<file path="src/mpr_pkg.sv">
// ----------------------------------------------------------------------------
// mpr_pkg
// Shared types and constants of the four-motor PWM ramp controller.
// ----------------------------------------------------------------------------
`default_nettype none

package mpr_pkg;

   localparam int MOTORS = 4;
   localparam logic [7:0] ENC_BASE = 8'd14;

   localparam logic [7:0] POWER_FLOOR_RST   = 8'd40;
   localparam logic [7:0] POWER_CEILING_RST = 8'd255;
   localparam logic [7:0] CHANGE_STEP_RST   = 8'd10;

   typedef enum logic [1:0] {
      OP_SET_SPEED = 2'd0,
      OP_SET_DIR   = 2'd1,
      OP_TICK      = 2'd2
   } op_type;

   typedef enum logic [1:0] {
      REG_POWER_FLOOR   = 2'd0,
      REG_POWER_CEILING = 2'd1,
      REG_CHANGE_STEP   = 2'd2
   } reg_type;

   typedef struct packed {
      logic [7:0] power_floor;
      logic [7:0] power_ceiling;
      logic [7:0] change_step;
   } cfg_type;

   typedef struct packed {
      logic       set_speed;
      logic       set_dir;
      logic       tick;
      logic [7:0] speed_goal;
      logic [7:0] enc_goal;
      logic       dir;
   } lane_cmd_type;

   typedef struct packed {
      logic [7:0] power;
      logic       dir;
   } lane_out_type;

endpackage

`default_nettype wire

</file>
<file path="src/mpr_lane.sv">
// ----------------------------------------------------------------------------
// mpr_lane
// State and combinational next-state update of one motor: goals, slew, reversal, trim.
// ----------------------------------------------------------------------------
`default_nettype none

module mpr_lane (
   input  wire logic                 clock,
   input  wire logic                 reset,
   input  wire mpr_pkg::cfg_type      cfg,
   input  wire mpr_pkg::lane_cmd_type cmd,
   input  wire logic [15:0]           enc_speed,
   output mpr_pkg::lane_out_type      next_state
);

   logic [7:0] power_ff, power_in;
   logic       dir_ff, dir_in;
   logic [7:0] goal_ff, goal_in;
   logic [7:0] enc_goal_ff, enc_goal_in;
   logic       goal_dir_ff, goal_dir_in;

   logic [7:0]  diff_dn, diff_up;
   logic [8:0]  up_sum;
   logic [7:0]  up_val;
   logic [16:0] mag;
   logic [7:0]  trim;

   always_comb begin
      diff_dn = power_ff - goal_ff;
      diff_up = goal_ff - power_ff;
      up_sum  = {1'b0, power_ff} + {1'b0, cfg.change_step};
      up_val  = up_sum[8] ? 8'hFF : up_sum[7:0];
      if (up_val < cfg.power_floor) begin
         up_val = cfg.power_floor;
      end
      // |enc|, with the most negative code giving 32768
      mag = enc_speed[15] ? (17'h10000 - {1'b0, enc_speed}) : {1'b0, enc_speed};
      if (mag > {9'd0, enc_goal_ff}) begin
         trim = (goal_ff != 8'd0) ? goal_ff - 8'd1 : 8'd0;
      end else if (mag < {9'd0, enc_goal_ff}) begin
         trim = (goal_ff != 8'hFF) ? goal_ff + 8'd1 : goal_ff;
      end else begin
         trim = goal_ff;
      end
      if (trim < cfg.power_floor) begin
         trim = cfg.power_floor;
      end else if (trim > cfg.power_ceiling) begin
         trim = cfg.power_ceiling;
      end

      power_in    = power_ff;
      dir_in      = dir_ff;
      goal_in     = goal_ff;
      enc_goal_in = enc_goal_ff;
      goal_dir_in = goal_dir_ff;

      if (cmd.set_speed) begin
         goal_in     = cmd.speed_goal;
         enc_goal_in = cmd.enc_goal;
      end
      if (cmd.set_dir) begin
         goal_dir_in = cmd.dir;
      end
      if (cmd.tick) begin
         if (goal_dir_ff != dir_ff) begin
            // ramp to zero before the direction flips
            if (power_ff == 8'd0) begin
               dir_in = goal_dir_ff;
            end else if (power_ff < cfg.power_floor) begin
               power_in = 8'd0;
            end else begin
               power_in = (power_ff > cfg.change_step) ? power_ff - cfg.change_step : 8'd0;
            end
         end else if (goal_ff != power_ff) begin
            if (power_ff > goal_ff) begin
               power_in = (diff_dn < cfg.change_step) ? goal_ff
                                                       : power_ff - cfg.change_step;
            end else begin
               power_in = (diff_up < cfg.change_step) ? goal_ff : up_val;
            end
         end else if (enc_goal_ff != 8'd0) begin
            goal_in = trim;
         end
      end
   end

   always_ff @(posedge clock) begin
      if (reset) begin
         power_ff    <= 8'd0;
         dir_ff      <= 1'b0;
         goal_ff     <= 8'd0;
         enc_goal_ff <= 8'd0;
         goal_dir_ff <= 1'b0;
      end else begin
         power_ff    <= power_in;
         dir_ff      <= dir_in;
         goal_ff     <= goal_in;
         enc_goal_ff <= enc_goal_in;
         goal_dir_ff <= goal_dir_in;
      end
   end

   assign next_state.power = power_in;
   assign next_state.dir   = dir_in;

`ifndef SYNTHESIS
   a_dir_flip_at_zero: assert property (@(posedge clock) disable iff (reset)
      (!$past(reset) && dir_ff != $past(dir_ff)) |-> ($past(power_ff) == 8'd0))
      else $error("direction changed while power was not zero");

   a_power_only_on_tick: assert property (@(posedge clock) disable iff (reset)
      (!$past(reset) && power_ff != $past(power_ff)) |-> $past(cmd.tick))
      else $error("power changed without a tick");

   a_goal_src: assert property (@(posedge clock) disable iff (reset)
      (!$past(reset) && goal_ff != $past(goal_ff))
         |-> ($past(cmd.set_speed) || $past(cmd.tick)))
      else $error("goal power changed without set-speed or tick");
`endif

endmodule

`default_nettype wire

</file>
<file path="src/mpr_merge.sv">
// ----------------------------------------------------------------------------
// mpr_merge
// Gathers the lane results into the registered response, pins mapped.
// ----------------------------------------------------------------------------
`default_nettype none

module mpr_merge (
   input  wire logic                  clock,
   input  wire logic                  reset,
   input  wire logic                  accept,
   input  wire mpr_pkg::lane_out_type lanes [mpr_pkg::MOTORS],
   input  wire logic                  rsp_ready,
   output logic                       rsp_valid,
   output logic [7:0]                 pwm [mpr_pkg::MOTORS],
   output logic                       dir_pin [mpr_pkg::MOTORS]
);

   logic       valid_ff, valid_in;
   logic [7:0] pwm_ff [mpr_pkg::MOTORS];
   logic       pin_ff [mpr_pkg::MOTORS];
   logic       pin_in [mpr_pkg::MOTORS];

   always_comb begin
      valid_in = accept ? 1'b1 : (rsp_ready ? 1'b0 : valid_ff);
      for (int i = 0; i < mpr_pkg::MOTORS; i++) begin
         // even-index motors drive an inverted pin
         pin_in[i] = ((i % 2) == 1) ? lanes[i].dir : ~lanes[i].dir;
      end
   end

   always_ff @(posedge clock) begin
      if (reset) begin
         valid_ff <= 1'b0;
      end else begin
         valid_ff <= valid_in;
      end
   end

   always_ff @(posedge clock) begin
      if (accept) begin
         for (int i = 0; i < mpr_pkg::MOTORS; i++) begin
            pwm_ff[i] <= lanes[i].power;
            pin_ff[i] <= pin_in[i];
         end
      end
   end

   assign rsp_valid = valid_ff;
   assign pwm       = pwm_ff;
   assign dir_pin   = pin_ff;

endmodule

`default_nettype wire

</file>
<file path="src/motor_pwm_ramp_controller_top.sv">
// The response to an accepted request is registered and shows from the cycle after acceptance.
// Throughput: one request per cycle while no response is stalled; each lane computes its update combinationally.
// A new request is taken while a response waits, as long as that response leaves.
// Reset (synchronous): motor state cleared, registers back to 40 / 255 / 10.
// ----------------------------------------------------------------------------
// motor_pwm_ramp_controller_top
// Four-motor PWM slew limiter: one lane per motor, merged registered response.
// ----------------------------------------------------------------------------
`default_nettype none

module motor_pwm_ramp_controller_top (
   input  wire logic         clock,
   input  wire logic         reset,
   input  wire logic         req_valid,
   output logic              req_ready,
   input  wire logic [1:0]   req_op,
   input  wire logic [1:0]   req_motor,
   input  wire logic [7:0]   req_speed,
   input  wire logic         req_direction,
   input  wire logic [15:0]  req_enc_speed_0,
   input  wire logic [15:0]  req_enc_speed_1,
   input  wire logic [15:0]  req_enc_speed_2,
   input  wire logic [15:0]  req_enc_speed_3,
   output logic              rsp_valid,
   input  wire logic         rsp_ready,
   output logic [7:0]        rsp_pwm_0,
   output logic [7:0]        rsp_pwm_1,
   output logic [7:0]        rsp_pwm_2,
   output logic [7:0]        rsp_pwm_3,
   output logic              rsp_dir_pin_0,
   output logic              rsp_dir_pin_1,
   output logic              rsp_dir_pin_2,
   output logic              rsp_dir_pin_3,
   input  wire logic         csr_psel,
   input  wire logic         csr_penable,
   input  wire logic         csr_pwrite,
   input  wire logic [3:0]   csr_paddr,
   input  wire logic [31:0]  csr_pwdata,
   output logic [31:0]       csr_prdata,
   output logic              csr_pready
);

   mpr_pkg::cfg_type      cfg_ff, cfg_in;
   mpr_pkg::lane_cmd_type cmd [mpr_pkg::MOTORS];
   mpr_pkg::lane_out_type lanes [mpr_pkg::MOTORS];
   logic [15:0]           enc [mpr_pkg::MOTORS];
   logic [7:0]            pwm [mpr_pkg::MOTORS];
   logic                  dir_pin [mpr_pkg::MOTORS];

   logic       accept;
   logic       csr_wr;
   logic [1:0] reg_idx;
   logic [7:0] speed_goal;
   logic [7:0] enc_goal;

   assign csr_pready = 1'b1;
   assign csr_wr     = csr_psel & csr_penable & csr_pwrite & csr_pready;
   assign reg_idx    = csr_paddr[3:2];

   always_comb begin
      cfg_in = cfg_ff;
      if (csr_wr) begin
         unique case (reg_idx)
            mpr_pkg::REG_POWER_FLOOR:   cfg_in.power_floor   = csr_pwdata[7:0];
            mpr_pkg::REG_POWER_CEILING: cfg_in.power_ceiling = csr_pwdata[7:0];
            mpr_pkg::REG_CHANGE_STEP:   cfg_in.change_step   = csr_pwdata[7:0];
            default: ;
         endcase
      end
   end

   always_comb begin
      unique case (reg_idx)
         mpr_pkg::REG_POWER_FLOOR:   csr_prdata = {24'd0, cfg_ff.power_floor};
         mpr_pkg::REG_POWER_CEILING: csr_prdata = {24'd0, cfg_ff.power_ceiling};
         mpr_pkg::REG_CHANGE_STEP:   csr_prdata = {24'd0, cfg_ff.change_step};
         default:                    csr_prdata = 32'd0;
      endcase
   end

   always_ff @(posedge clock) begin
      if (reset) begin
         cfg_ff.power_floor   <= mpr_pkg::POWER_FLOOR_RST;
         cfg_ff.power_ceiling <= mpr_pkg::POWER_CEILING_RST;
         cfg_ff.change_step   <= mpr_pkg::CHANGE_STEP_RST;
      end else begin
         cfg_ff <= cfg_in;
      end
   end

   assign req_ready = ~rsp_valid | rsp_ready;
   assign accept    = req_valid & req_ready;

   // set-speed goal, shared by all lanes; only the addressed lane takes it
   always_comb begin
      if (req_speed < cfg_ff.power_floor) begin
         speed_goal = 8'd0;
         enc_goal   = 8'd0;
      end else begin
         speed_goal = (req_speed < cfg_ff.power_ceiling) ? req_speed
                                                         : cfg_ff.power_ceiling;
         enc_goal   = {1'b0, speed_goal[7:1]} + mpr_pkg::ENC_BASE;
      end
   end

   assign enc[0] = req_enc_speed_0;
   assign enc[1] = req_enc_speed_1;
   assign enc[2] = req_enc_speed_2;
   assign enc[3] = req_enc_speed_3;

   always_comb begin
      for (int i = 0; i < mpr_pkg::MOTORS; i++) begin
         cmd[i].set_speed  = accept && (req_op == mpr_pkg::OP_SET_SPEED)
                             && (req_motor == 2'(i));
         cmd[i].set_dir    = accept && (req_op == mpr_pkg::OP_SET_DIR)
                             && (req_motor == 2'(i));
         cmd[i].tick       = accept && (req_op == mpr_pkg::OP_TICK);
         cmd[i].speed_goal = speed_goal;
         cmd[i].enc_goal   = enc_goal;
         cmd[i].dir        = req_direction;
      end
   end

   for (genvar g = 0; g < mpr_pkg::MOTORS; g++) begin : g_lane
      mpr_lane u_lane (
         .clock      (clock),
         .reset      (reset),
         .cfg        (cfg_ff),
         .cmd        (cmd[g]),
         .enc_speed  (enc[g]),
         .next_state (lanes[g])
      );
   end

   mpr_merge u_merge (
      .clock     (clock),
      .reset     (reset),
      .accept    (accept),
      .lanes     (lanes),
      .rsp_ready (rsp_ready),
      .rsp_valid (rsp_valid),
      .pwm       (pwm),
      .dir_pin   (dir_pin)
   );

   assign rsp_pwm_0     = pwm[0];
   assign rsp_pwm_1     = pwm[1];
   assign rsp_pwm_2     = pwm[2];
   assign rsp_pwm_3     = pwm[3];
   assign rsp_dir_pin_0 = dir_pin[0];
   assign rsp_dir_pin_1 = dir_pin[1];
   assign rsp_dir_pin_2 = dir_pin[2];
   assign rsp_dir_pin_3 = dir_pin[3];

`ifndef SYNTHESIS
   a_accept_gives_rsp: assert property (@(posedge clock) disable iff (reset)
      accept |=> rsp_valid)
      else $error("accepted request produced no response");

   a_ready_when_empty: assert property (@(posedge clock) disable iff (reset)
      !rsp_valid |-> req_ready)
      else $error("request stalled with empty response register");

   a_one_lane_per_set: assert property (@(posedge clock) disable iff (reset)
      $countones({cmd[0].set_speed, cmd[1].set_speed, cmd[2].set_speed,
                  cmd[3].set_speed, cmd[0].set_dir, cmd[1].set_dir,
                  cmd[2].set_dir, cmd[3].set_dir}) <= 1)
      else $error("more than one lane addressed by one request");
`endif

endmodule

`default_nettype wire
</file>
<file path="config.mk">
export PLATFORM = sky130hd
export DESIGN_NAME = motor_pwm_ramp_controller_top
export DESIGN_NICKNAME = d
export VERILOG_FILES = /design/src/mpr_pkg.sv /design/src/mpr_lane.sv /design/src/mpr_merge.sv /design/src/motor_pwm_ramp_controller_top.sv
export SDC_FILE = /design/constraint.sdc
export NUM_CORES = 1
export LEC_CHECK = 0
export ABC_AREA = 1
export BUFFER_PORTS_ARGS = -buffer_cell sky130_fd_sc_hd__buf_2
export CAP_MARGIN = 5
export CORE_MARGIN = 1
export CORE_UTILIZATION = 45
export DETAILED_ROUTE_END_ITERATION = 16
export GPL_TIMING_DRIVEN = 0
export PLACE_DENSITY_LB_ADDON = 0.25
export RECOVER_POWER = 100
export SKIP_CTS_REPAIR_TIMING = 1
export SLEW_MARGIN = 25
export SYNTH_ARGS = -nofsm -noshare
export SYNTH_HDL_FRONTEND = slang
export SYNTH_HIERARCHICAL = 1
export SYNTH_SLANG_ARGS = --single-unit
</file>
<file path="constraint.sdc">
create_clock -name clock -period 6.5 [get_ports clock]
set_input_delay 0 -clock clock [delete_from_list [all_inputs] [get_ports clock]]
set_output_delay 0 -clock clock [all_outputs]
set_load 0.1 [all_outputs]
</file>
==> results.md, run 1 <==
* Data required time at the worst endpoint at between 6000 and 7000 ps
* Hold Crit Class: input pin to flop
* Post-Syn Instances at 3745
* Critical Path AT at 5910 ps
* Clock Path Buffers at 2
* Hold_sp: req_op[0]
* Cts bufs inserted at 17
* Slowest CP cell: dfxtp_1
* DRT iter0 DRCs at 2374
* Maxcap violations at 1
* Slew headroom at -16.7%
* CP Launch Type: flop
* #FFs+latches synth at 165
* Total leakage power at 0.0137 uW
* Layout cells sized above 1 at 8.54%
* Inst Count DP at 4599
* Top FF cell, synth: dfxtp_1
* Initial core utilization at 45.6%
* Cell Count, Final, Fillers Out at 4650
* Post-Syn Area at between 20000 and 25000 um2
* Reg-to-Reg Start: cfg_ff[2]$_SDFFE_PP0P_
* Sequential area share after synthesis at 15.3%
* GRT overflow at 0
* Fin util at 49.8%
* Initial DRT Pass Iterations at 5
* Fin worst setup slack at between 800 and 900 ps
* CTS tree: done
* Largest net degree at the start of global routing at 29
* Die area at 54300 um2
* CP Capture Type: flop
* Vias in the first global route at 22300
* FMAX at between 150 and 200 MHz
* First-pass GRT wire length at 123000 um
* Initial antenna violation count at 6
* Dpl hpwl at 62200 um
* Worst Hold Path Cells at 4
* Async SR Flop Fraction at 0%
* Final setup fails at 0
* Die H at 233 um
* Clk root buf: clkbuf_16
* I/O pins at 191
* DRC violations left at 0
* Core area at around 53000 um2
* Worst Setup SP: cfg_ff[2]$_SDFFE_PP0P_
* Critical path class: flop to flop
* CP max FO at 10
* Final critical-path required period at 5650 ps
* # clock sinks at 165
* Worst-path clk slew at 80 ps
* Fin. max-slew vios at 29
* Clock Skew at roughly 12 ps
* Die X at 233 um
* Dominant cells by area after synthesis: ha_1 19%, nand2_1 12%, dfxtp_1 11%, inv_1 9.2%, o21ai_0 6.8%
* Yosys warnings at 6
* Crit path top cell by count: nand2_1
* GR Util All Layers at 29.2%
* Worst-Margin Slew at ~1800 ps
* Routed vias at 25100
* Crit-path max cell delay at between 900 and 1000 ps
* PortBufs at between 100 and 150
* H-Tree Depth at 4
* Post-route ant nets at 0
* Final worst-path cycle share at between 80 and 90%
* Run status: finished, violations left
* Row count at 84
* Nets at 4440
* Post-synth EDFFs at 36
* Synth Area per Inst at 6.41 um2
* RSZ-0062 raised after global routing: no
* Post-synth top area share at a little under a fifth
* Dominant cell type by area after synthesis: ha_1
* Final hold violations at 2
* Fin Setup TNS at 0 ps
* Pre-CTS setup slack at between 1000 and 1500 ps
* R2R depth at 25
* Total wire length at around 80000 um
* Violated checks: hold timing, capacitance limit, slew limit
* P&R area growth vs syn at 9.19%
* Pwr/cell area at between 200 and 250 nW/um2
* VDD IR max at 0.000231 V
* Clock latency on the worst-skew pair at 500 ps
* Wire length per cell at around 17 um
* Vias per cell at 5.40
* Final estimated routing congestion in global placement at 0.966
* Final hold slack at -6.46 ps
* Distinct cells, synth at 66
per-stage QoR:
step	total power (uW)	instance area, um2
finish	6060	26200
detailed placement	4940	25700
global placement	4920	25600
global route	6590	26200
floorplan	4070	24100
CTS	6050	26300
power by group:
part	internal [uW]	leakage (uW)	total [uW]	switching [uW]
logic	1210	0.0120	3750	2540
registers	1120	0.00141	1220	106
clock network	565	0.000293	1090	527
layer usage:
layer | track usage, % | vias up | wire length [um]
li1 | - | 12700 | -
met1 | 37.7 | 11300 | 34700
met2 | 47.1 | 988 | 35600
met3 | 4.44 | 175 | 5630
met4 | 14.2 | 4 | 3590
met5 | 0 | - | 26
cells in the final DEF (no fill, tap or decap), drive strengths merged, types with 8 or more instances in the layout:
| cell type | count |
|---|---|
| clkbuf | 142 |
| o21ai | 353 |
| o21a | 9 |
| inv | 618 |
| nand4 | 44 |
| edfxtp | 36 |
| a31oi | 16 |
| dlygate4sd3 | 15 |
| nor3 | 51 |
| o21bai | 15 |
| dfxtp | 129 |
| buf | 136 |
| nor2 | 333 |
| a21oi | 333 |
| ha | 359 |
| conb | 25 |
| nand3b | 8 |
| or2 | 13 |
| a211oi | 11 |
| nor4 | 13 |
| o221ai | 12 |
| o31ai | 10 |
| nand3 | 226 |
| fa | 16 |
| xor2 | 113 |
| nand2 | 825 |
| clkinv | 11 |
| o211ai | 32 |
| xnor2 | 15 |
worst max-delay path, delay by kind of cell (launching register included):
kind | cells | cell delay [ps]
buffers and inverters | 4 | 790
AO/OA/AOI/OAI | 5 | 1530
flip-flops | 1 | 990
adder cells (fa/ha/maj) | 2 | 670
AND/OR/NAND/NOR | 14 | 1430
registers in the layout, summed over array words and instances (netlist names):
name,cells
g_lane.u_lane/power_ff,32
g_lane.u_lane/enc_goal_ff,32
g_lane.u_lane/goal_ff,32
u_merge/pwm,32
cfg_ff,24
g_lane.u_lane/dir_ff,4
u_merge/dir_pin,4
g_lane.u_lane/goal_dir_ff,4
u_merge/rsp_valid,1
path summary, 6_finish.rpt:
check | slack [ps] | endpoint
setup / recovery | 850 | u_merge/pwm[2]$_DFFE_PP_
hold / removal | -6 | g_lane[1].u_lane/goal_dir_ff$_SDFFE_PP0P_
setup reg to reg | 850 | u_merge/pwm[2]$_DFFE_PP_
hold reg to reg | 490 | g_lane[1].u_lane/enc_goal_ff[2]$_SDFFE_PP0P_
logic make-up (layout without fill, tap and decap cells):
logic type | after synthesis | after routing | synth area share (%)
DFF | 165 | 165 | 15.3
adders and majority gates | 375 | 375 | 20.1
xor gates and xnor gates | 128 | 128 | 4.70
buffers and inverters | 733 | 923 | 12.5
and+or+nand+nor | 1522 | 1522 | 28.0
other | 2 | 29 | 0.0313
AOI/OAI and AO/OA | 820 | 820 | 19.5
cell type report:
class / instances / area, um2
inverter: 618 / 2320
tap: 688 / 861
multi-input combinational: 2870 / 17300
clock buffer: 20 / 458
sequential: 165 / 3660
clock inverter: 12 / 133
antenna: 4 / 10.0
fill: 5503 / 26400
buffer: 115 / 634
timing repair buffer: 158 / 803
Yosys cell counts (9+ instances only):
cell type / instances
a211oi_1: 9
a21oi_1: 296
a21oi_2: 35
a31oi_1: 16
buf_2: 15
buf_4: 33
clkbuf_1: 53
dfxtp_1: 129
edfxtp_1: 36
fa_1: 16
ha_1: 359
inv_1: 590
inv_2: 19
nand2_1: 770
nand2_2: 44
nand2_4: 11
nand3_1: 215
nand3_2: 9
nand4_1: 44
nor2_1: 302
nor2_2: 22
nor2_4: 9
nor3_1: 45
nor4_1: 13
o211ai_1: 29
o21a_1: 9
o21ai_0: 328
o21ai_1: 18
o21bai_1: 15
o221ai_1: 12
o31ai_1: 10
or2_2: 11
xnor2_1: 15
xor2_1: 112
No activity file was read; power rests on OpenSTA's default activity.
==> run 2, diff against run 1 <==
--- a/config.mk
+++ b/config.mk
@@ -6,7 +6,7 @@
 export NUM_CORES = 1
 export LEC_CHECK = 0
 export ABC_AREA = 1
-export BUFFER_PORTS_ARGS = -buffer_cell sky130_fd_sc_hd__buf_2
+export BUFFER_PORTS_ARGS = -buffer_cell sky130_fd_sc_hd__clkbuf_2
 export CAP_MARGIN = 5
 export CORE_MARGIN = 1
 export CORE_UTILIZATION = 45
==> run 2 against run 1 <==
The flow still finishes with violations (hold timing, capacitance limit, slew limit). Global-route usage about the same. Sequential cell count unchanged. Die area unchanged. Cell count unchanged. Worst setup slack got worse by 12 ps. Maximum frequency decreased by 0.22%. Critical path type unchanged. Largest cell class unchanged. Largest power group unchanged. Highest routed layer unchanged.
==> results.md, run 2 (synthesis gave the netlist of run 1 again) <==
* Worst Hold Path Cells at 3 (was 4)
* Core area at 52700 um2 (unchanged)
* Net switching fraction of the power at 51.9% (was 52.3%)
* Leading cell type in the layout, fill and taps excluded: nand2_1 (unchanged)
* RSZ-0062 raised after global routing: no (unchanged)
* Dpl hpwl at 62400 um (was 62200 um)
* Clk root buf: clkbuf_16 (unchanged)
* Largest net degree at the start of global routing at 29 (unchanged)
* Violated checks: hold timing, capacitance limit, slew limit (unchanged)
* Final hold slack at -37.0 ps (was -6.46 ps)
* GR Util All Layers at 29.2% (about the same)
* DRT iter0 DRCs at 2358 (was 2374)
* Initial antenna violation count at 6 (unchanged)
* Final critical-path required period at 5660 ps (was 5650 ps)
* Worst-path clk slew at 80 ps (about the same)
* Combinational share of power at 61.6% (was 61.8%)
* Clock Skew at 21.3 ps (was 12.1 ps)
* Total wire length at 79700 um (was 79500 um)
* Cts bufs inserted at 17 (unchanged)
* Fin. max-slew vios at 29 (unchanged)
* GRT overflow at 0 (unchanged)
* Switching Power at 3160 uW (was 3170 uW)
* Fin Setup TNS at 0 ps (unchanged)
* R2R depth at 18 (was 25)
* Total leakage power at 0.0137 uW (about the same)
* Critical Path AT at 6020 ps (was 5910 ps)
* Initial core utilization at 45.6% (unchanged)
* Final setup fails at 0 (unchanged)
* I/O pins at 191 (unchanged)
* FMAX at 177 MHz (about the same)
* Initial DRT Pass Iterations at 5 (unchanged)
* Hold Crit Class: input pin to flop (unchanged)
* Pwr/cell area at 232 nW/um2 (was 231 nW/um2)
* Final worst-path cycle share at 87.1% (was 87.0%)
* Post-route ant nets at 0 (unchanged)
* Die X at 233 um (unchanged)
* Part of the power in registers at 20.1% (was 20.2%)
* Maxcap violations at 1 (unchanged)
* CP Launch Type: flop (unchanged)
* Final hold violations at 2 (unchanged)
* Nets at 4439 (was 4440)
* Row count at 84 (unchanged)
* Layout cells sized above 1 at 8.57% (was 8.54%)
* Die area at 54300 um2 (unchanged)
* VDD IR max at 0.000224 V (was 0.000231 V)
* CP Capture Type: flop (unchanged)
* Run status: finished, violations left (unchanged)
* P&R area growth vs syn at 9.24% (was 9.19%)
* Final estimated routing congestion in global placement at 0.962 (was 0.966)
* First-pass GRT wire length at 123000 um (about the same)
* Wire length per cell at 17.1 um (about the same)
* Vias per cell at 5.39 (was 5.40)
* Worst-Margin Slew at 1730 ps (was 1750 ps)
* Slew headroom at -15.6% (was -16.7%)
* H-Tree Depth at 4 (unchanged)
* Fin util at 49.8% (about the same)
* Critical path class: flop to flop (unchanged)
* # clock sinks at 165 (unchanged)
* Die H at 233 um (unchanged)
* Routed vias at 25000 (was 25100)
* Data required time at the worst endpoint at 6860 ps (was 6760 ps)
* Power Internal at 2930 uW (was 2890 uW)
* # fillers at 5576 (was 5503)
* Clock group share of total power at 18.3% (was 18.0%)
* Vias in the first global route at 22700 (was 22300)
* DRC violations left at 0 (unchanged)
* Most frequent cells in the layout: 776 x nand2_1, 591 x inv_1, 359 x ha_1 (unchanged)
* PortBufs at 139 (unchanged)
* Clock latency on the worst-skew pair at 510 ps (was 500 ps)
* CTS tree: done (unchanged)
* Clock Path Buffers at 2 (unchanged)
* CP max FO at 10 (unchanged)
-- run 2: changes by cell type in the layout (fill, tap and decap cells not counted), moves of 2 or more --
cell / change
clkinvlp_4: +4
o21ai_0: +3
clkbuf_2: +93
inv_8: -3
o21ai_1: -3
buf_2: -92
bufinv_16: +2
-- run 2: per-layer routing --
layer | wire [um] | vias up | global-route usage, % | share of wire (%)
li1 | - | 12700 | - | -
met3 | 5710 | 164 | 4.72 | 7.2
met5 | 10 | - | 0 | 0.013
met4 | 3260 | 2 | 13.5 | 4.1
met2 | 36000 | 907 | 47.2 | 45
met1 | 34700 | 11300 | 37.7 | 44
-- run 2: worst paths after layout --
| kind | startpoint | endpoint | slack [ps] |
|---|---|---|---|
| max | cfg_ff[2]$_SDFFE_PP0P_ | u_merge/pwm[30]$_DFFE_PP_ | 840 |
| min | req_motor[1] | g_lane[0].u_lane/goal_dir_ff$_SDFFE_PP0P_ | -40 |
| max reg2reg | cfg_ff[2]$_SDFFE_PP0P_ | u_merge/pwm[30]$_DFFE_PP_ | 840 |
| min reg2reg | g_lane[1].u_lane/enc_goal_ff[2]$_SDFFE_PP0P_ | g_lane[1].u_lane/enc_goal_ff[2]$_SDFFE_PP0P_ | 490 |
-- run 2: metrics by stage --
| step | power [uW] | cell area (um2) | setup slack (ps) | instances |
|---|---|---|---|---|
| after floorplan | 4070 | 24100 | 2580 | 3768 |
| after global placement | 4910 | 25600 | 544 | 4595 |
| after detailed placement | 4950 | 25700 | 1230 | 4599 |
| after CTS | 6080 | 26300 | 1190 | 4631 |
| after global routing | 6620 | 26200 | 424 | 4650 |
| final | 6090 | 26200 | 836 | 4650 |
-- run 2: layout make-up --
class	instances	area (um2)	area share [%]
clock inverters	13	171	0.654
inverters	618	2320	8.86
plain buffers	115	632	2.41
multi-input cells	2870	17300	66.1
diodes	5	12.5	0.0477
flip-flops and latches	165	3660	14.0
clock buffers	19	433	1.65
repair buffers	157	793	3.03
well taps	688	861	3.28
-- run 2: worst max-delay path, cell delays in order, from the launching register on --
cell and delay, ps:
dfxtp_1 990, inv_1 290, ha_1 360, clkbuf_1 210, o31ai_1 410, a21oi_1 130, o21ai_0 230, nor2_1 70
o21ai_0 390, ha_1 330, a21oi_1 140, nor2_1 50, a211oi_1 660, nand2_1 380, o21ai_0 320, nor2_1 70
o21ai_0 260, nand2_1 120, nand2_1 90
-- run 2: power groups by stage --
stage	Clock (uW)	Combinational [uW]	Sequential, uW
2_1_floorplan	0	2690	1390
3_3_place_gp	0	3670	1240
3_5_place_dp	0	3710	1240
4_1_cts	1130	3730	1220
5_1_grt	1170	4220	1230
6_report	1120	3750	1220
